$ cat config.mk
export PLATFORM = sky130hd
export DESIGN_NAME = r3tb_cmul
export DESIGN_NICKNAME = d
export VERILOG_FILES = /design/src/hdl/r3tb_pkg.sv /design/src/hdl/r3tb_cmul.sv
export SDC_FILE = /design/constraint.sdc
export NUM_CORES = 2
export LEC_CHECK = 0
export ABC_CLOCK_PERIOD_IN_PS = 18440
export BUFFER_PORTS_ARGS = -buffer_cell sky130_fd_sc_hd__clkbuf_2
export CORE_MARGIN = 4
export CORE_UTILIZATION = 51
export DETAILED_ROUTE_END_ITERATION = 12
export HOLD_SLACK_MARGIN = 0.1
export PLACE_DENSITY = 0.79
export SYNTH_ARGS = -nofsm -noshare
export SYNTH_HDL_FRONTEND = slang
export SYNTH_SLANG_ARGS = --single-unit
$ cat constraint.sdc
create_clock -name clk_i -period 18.44 [get_ports clk_i]
set_input_delay 2.766 -clock clk_i [delete_from_list [all_inputs] [get_ports clk_i]]
set_output_delay 2.766 -clock clk_i [all_outputs]
set_load 0.1 [all_outputs]
$ cat src/hdl/r3tb_pkg.sv
`timescale 1ns / 1ps
// ----------------------------------------------------------------------------
// r3tb_pkg
// Shared types and constants of the radix-3 twiddle butterfly.
// ----------------------------------------------------------------------------
package r3tb_pkg;

  // Width of every butterfly output component.
  localparam int OUT_WIDTH = 19;

  // sqrt(3)/2 in Q1.15 and the fraction of the fixed constants.
  localparam logic signed [15:0] K_SQRT3_HALF = 16'sd28378;
  localparam int CONST_FRAC = 15;
  localparam int CONST_RND  = 1 << (CONST_FRAC - 1);

  // Load enables of the two complex multiplier stages.
  typedef struct packed {
    logic s1;
    logic s2;
  } stage_en_t;

endpackage

$ cat src/hdl/r3tb_cmul.sv
`timescale 1ns / 1ps
// ----------------------------------------------------------------------------
// r3tb_cmul
// Two-stage complex multiplier: partial products in the first stage, then
// combination and round-half-up scaling by 2^(TW-1) in the second stage.
// ----------------------------------------------------------------------------
module r3tb_cmul #(
  parameter int SW = 16,
  parameter int TW = 16
) (
  input  logic                    clk_i,
  input  r3tb_pkg::stage_en_t     en_i,
  input  logic signed [SW-1:0]    a_re_i,
  input  logic signed [SW-1:0]    a_im_i,
  input  logic signed [TW-1:0]    w_re_i,
  input  logic signed [TW-1:0]    w_im_i,
  output logic signed [SW+1:0]    p_re_o,
  output logic signed [SW+1:0]    p_im_o
);

  localparam int MW = SW + TW;
  localparam int AW = MW + 1;
  localparam logic signed [AW-1:0] RND = {{(SW + 2){1'b0}}, 1'b1, {(TW - 2){1'b0}}};

  logic signed [MW-1:0] rr_q, ii_q, ri_q, ir_q;
  logic signed [AW-1:0] acc_re, acc_im;
  logic signed [AW-1:0] sh_re, sh_im;
  logic signed [SW+1:0] p_re_q, p_im_q;

  always_ff @(posedge clk_i) begin
    if (en_i.s1) begin
      rr_q <= MW'(a_re_i) * MW'(w_re_i);
      ii_q <= MW'(a_im_i) * MW'(w_im_i);
      ri_q <= MW'(a_re_i) * MW'(w_im_i);
      ir_q <= MW'(a_im_i) * MW'(w_re_i);
    end
  end

  always_comb begin
    acc_re = AW'(rr_q) - AW'(ii_q) + RND;
    acc_im = AW'(ri_q) + AW'(ir_q) + RND;
    sh_re  = acc_re >>> (TW - 1);
    sh_im  = acc_im >>> (TW - 1);
  end

  always_ff @(posedge clk_i) begin
    if (en_i.s2) begin
      p_re_q <= sh_re[SW+1:0];
      p_im_q <= sh_im[SW+1:0];
    end
  end

  assign p_re_o = p_re_q;
  assign p_im_o = p_im_q;

endmodule

==> results.py <==
metrics = {
    "status": {
        "outcome": "finished, final reports clean",
    },
    "floorplanning": {
        "die-width_um": 312,
        "initial_utilization_pct": 51.5,
        "row_count": 111,
        "io_pins": 103,
        "dieHeight_um": 312,
        "core_um2": 91800,
        "fp.dieArea_um2": 97600,
    },
    "routing": {
        "routedWlPerCell_um": 17.0,
        "vias": 32623,
        "wl_mm": 104,
        "first_pass_iters": 7,
        "postRouteAntennaNets": 0,
        "vias_per_cell": 5.34,
        "drc_errors": 0,
        "drtIter0Drc": 2135,
    },
    "setup_path": {
        "reg2reg_setup_slack_ps": 14970,
        "ff2ff_path_depth": 11,
        "cp_cell_sequence": "clkbuf_2 -> inv_1 -> nor2_1 -> fa_1 -> fa_1 -> fa_1 -> fa_1 -> fa_1 -> inv_1 -> fa_1 -> inv_1 -> ha_1 -> a21oi_1 -> nand3_1 -> o21ai_1 -> a31oi_1 -> a2111oi_1 -> nor4_1 -> nor3_1 -> a21oi_1 -> xor2_1",
        "end_kind": "register",
        "startpoint_type": "primary input",
        "worstPathMaxFanout": 25,
        "critPathLaunch": "w_re_i[15]",
        "worst_path_largest_cell_delay_ps": 820,
        "crit_type": "in -> reg",
        "reg2reg_to": "p_im_o[11]",
        "slowest_stage": "inv_1",
        "critPathRequiredTime_ps": 18700,
        "cp.arrival_ps": 9560,
        "rr_startpoint": "ir_q[7]",
        "crit_top_cell": "fa_1",
    },
    "timing": {
        "report.final.slew_viol_count": 0,
        "rsz0062_at_grt": "false",
        "setup_violations": 0,
        "tightest_slew_ps": 1050,
        "finalHoldViolations": 0,
        "final.setup_skew_ps": 19.1,
        "fin_crit_ps": 9300,
        "slew_headroom_pct": 30.2,
        "fin_crit_sh_pct": 50.4,
        "setup_tns_ps": 0,
        "fmax_mhz": 108,
    },
    "clock_tree": {
        "numClockSinks": 164,
        "clk_pin_slew_worst_paths_ps": 80,
        "cts_hold_buf": 0,
        "post-cts-setup-buffer-count": 0,
        "root_buffer": "clkbuf_16",
        "cts_buffer_depth": 2,
        "clk_latency_ps": 510,
        "ctsResizeCount": 0,
        "tritoncts": "done",
        "cts-htree-levels": 4,
        "numCtsBuffers": 17,
    },
    "finish": {
        "final_core_util_pct": 53.8,
        "multi_input_area_um2": 37100,
        "syn2layout_area_growth_pct": 4.39,
        "fill_cells": 7952,
        "drive_gt1_share_pct": 3.51,
        "regArea_um2": 4920,
        "nNetsFinal": 6419,
    },
    "place": {
        "dpl.hpwl_mm": 80.9,
        "io_buffers": 102,
        "gp_congestion": 0.871,
    },
    "synthesis": {
        "ys_types": 69,
        "synth-main-ff-cell": "edfxtp_1",
        "postSynthCellCount": 4909,
        "yosys_warnings": 0,
        "ys_ff_latch": 164,
        "synth_area_leader_cell": "fa_1",
        "synthArstFlopShare_pct": 0,
        "synth_area_per_cell_um2": 9.63,
        "ys_seq_area_share_pct": 10.4,
        "synth_top_area_share_pct": 44.4,
        "synth_area_um2": 47300,
        "synth_fp_nets": 6474,
        "synth.area.top_cells": "fa_1 (44%), ha_1 (12%), edfxtp_1 (10%)",
        "synth-edff-count": 164,
    },
    "grt": {
        "grt_pass1_wl_mm": 178,
        "grt_max_degree": 67,
        "grt_use_total_pct": 22.7,
        "grt_pass1_vias": 35791,
        "grt_overflow_total": 0,
        "antenna_found_initial": 5,
    },
    "run": {
        "maxCapViolCount": 0,
    },
    "hold_path": {
        "holdPathEnd": "p_im_o[17]",
        "min_from": "ri_q[31]",
        "hold_class": "reg -> reg",
        "whs_path_depth": 3,
    },
}
-- metrics by stage --
step / hold slack [ps] / cells / cell area [um^2] / setup slack, ps
2_1_floorplan: 740 / 4909 / 47300 / 9920
3_3_place_gp: 796 / 6078 / 48800 / 8860
3_5_place_dp: 793 / 6078 / 48800 / 8670
4_1_cts: 812 / 6110 / 49300 / 9240
5_1_grt: 852 / 6110 / 49300 / 8730
6_report: 798 / 6113 / 49400 / 9140
-- synth_stat cells, types with 19 or more instances --
cell type,n
nor2_1,132
nand2_1,517
o21a_1,20
edfxtp_1,164
and3_1,20
nor3_1,34
nand3_1,36
fa_1,1048
a21oi_1,107
inv_1,1194
o21bai_1,19
and2_1,494
ha_1,450
a21o_1,47
clkbuf_1,192
xor2_1,39
xnor2_1,122
nand2b_1,40
o21ai_0,64
-- logic make-up after synthesis --
| family | Yosys count | share of synthesized area, % |
|---|---|---|
| AOI/OAI and AO/OA | 365 | 5.20 |
| xor gates and xnor gates | 161 | 2.98 |
| adders and majority gates | 1498 | 56.3 |
| buffers and inverters | 1388 | 11.0 |
| DFF | 164 | 10.4 |
| muxes | 3 | 0.0635 |
| and+or+nand+nor | 1330 | 14.0 |
-- routing by layer --
layer  part of all wire, %  GRT usage (%)  wire (um)  vias up
met5                 0.027              0         28        -
met4                   4.5           9.60       4650        4
met3                   8.1           3.99       8400      192
met2                    46           35.8      47800     1282
met1                    41           31.1      42900    16540
li1                      -              -          -    14605
-- layout make-up --
cell class                      count  share of cell area [%]
Clock buffer                       18                   0.870
Multi-Input combinational cell   3357                    75.3
Sequential cell                   164                    9.98
Clock inverter                     14                   0.332
Inverter                         1194                    9.08
Tap cell                         1243                    3.15
Timing Repair Buffer              120                    1.31
Antenna cell                        3                  0.0152
-- state kept, by name (all words and copies together) (netlist names) --
register and flops:
ri_q 32, p_im_o 18, ir_q 32, p_re_o 18, rr_q 32, ii_q 32
-- worst max-delay path, delay by kind of cell --
family	cells	cell delay, ps
adder cells (fa/ha/maj)	7	3250
AND/OR/NAND/NOR	4	700
AO/OA/AOI/OAI	5	1550
XOR/XNOR	1	170
buffers and inverters	4	1130
-- how the worst max path moves through the flow --
stage                          end
after floorplan           ri_q[31]
after global placement    ir_q[30]
after detailed placement  ir_q[30]
after CTS                 ir_q[30]
after global routing      ir_q[30]
final                     ir_q[30]
-- placed cells by master (no fill, tap or decap), types with 4 or more instances in the layout --
master | Yosys | layout
a211oi_1 | 16 | 16
a21o_1 | 47 | 47
a21oi_1 | 107 | 107
a31oi_1 | 12 | 12
and2_1 | 494 | 494
and3_1 | 20 | 20
buf_4 | 0 | 19
clkbuf_16 | 0 | 17
clkbuf_2 | 0 | 101
edfxtp_1 | 164 | 164
fa_1 | 1048 | 1048
ha_1 | 450 | 450
inv_1 | 1194 | 1194
inv_6 | 0 | 5
nand2_1 | 517 | 517
nand2b_1 | 40 | 40
nand3_1 | 36 | 36
nand4_1 | 12 | 12
nor2_1 | 132 | 132
nor2b_1 | 12 | 12
nor3_1 | 34 | 34
o2111ai_1 | 6 | 6
o211ai_1 | 13 | 13
o21a_1 | 20 | 20
o21ai_0 | 64 | 64
o21bai_1 | 19 | 19
o311ai_0 | 4 | 4
o311ai_1 | 4 | 4
o31ai_1 | 9 | 9
or3_1 | 15 | 15
xnor2_1 | 122 | 122
xor2_1 | 39 | 39
Power is not shown: default switching activity piles up to over one toggle a cycle in this logic, so the estimate is an artifact.
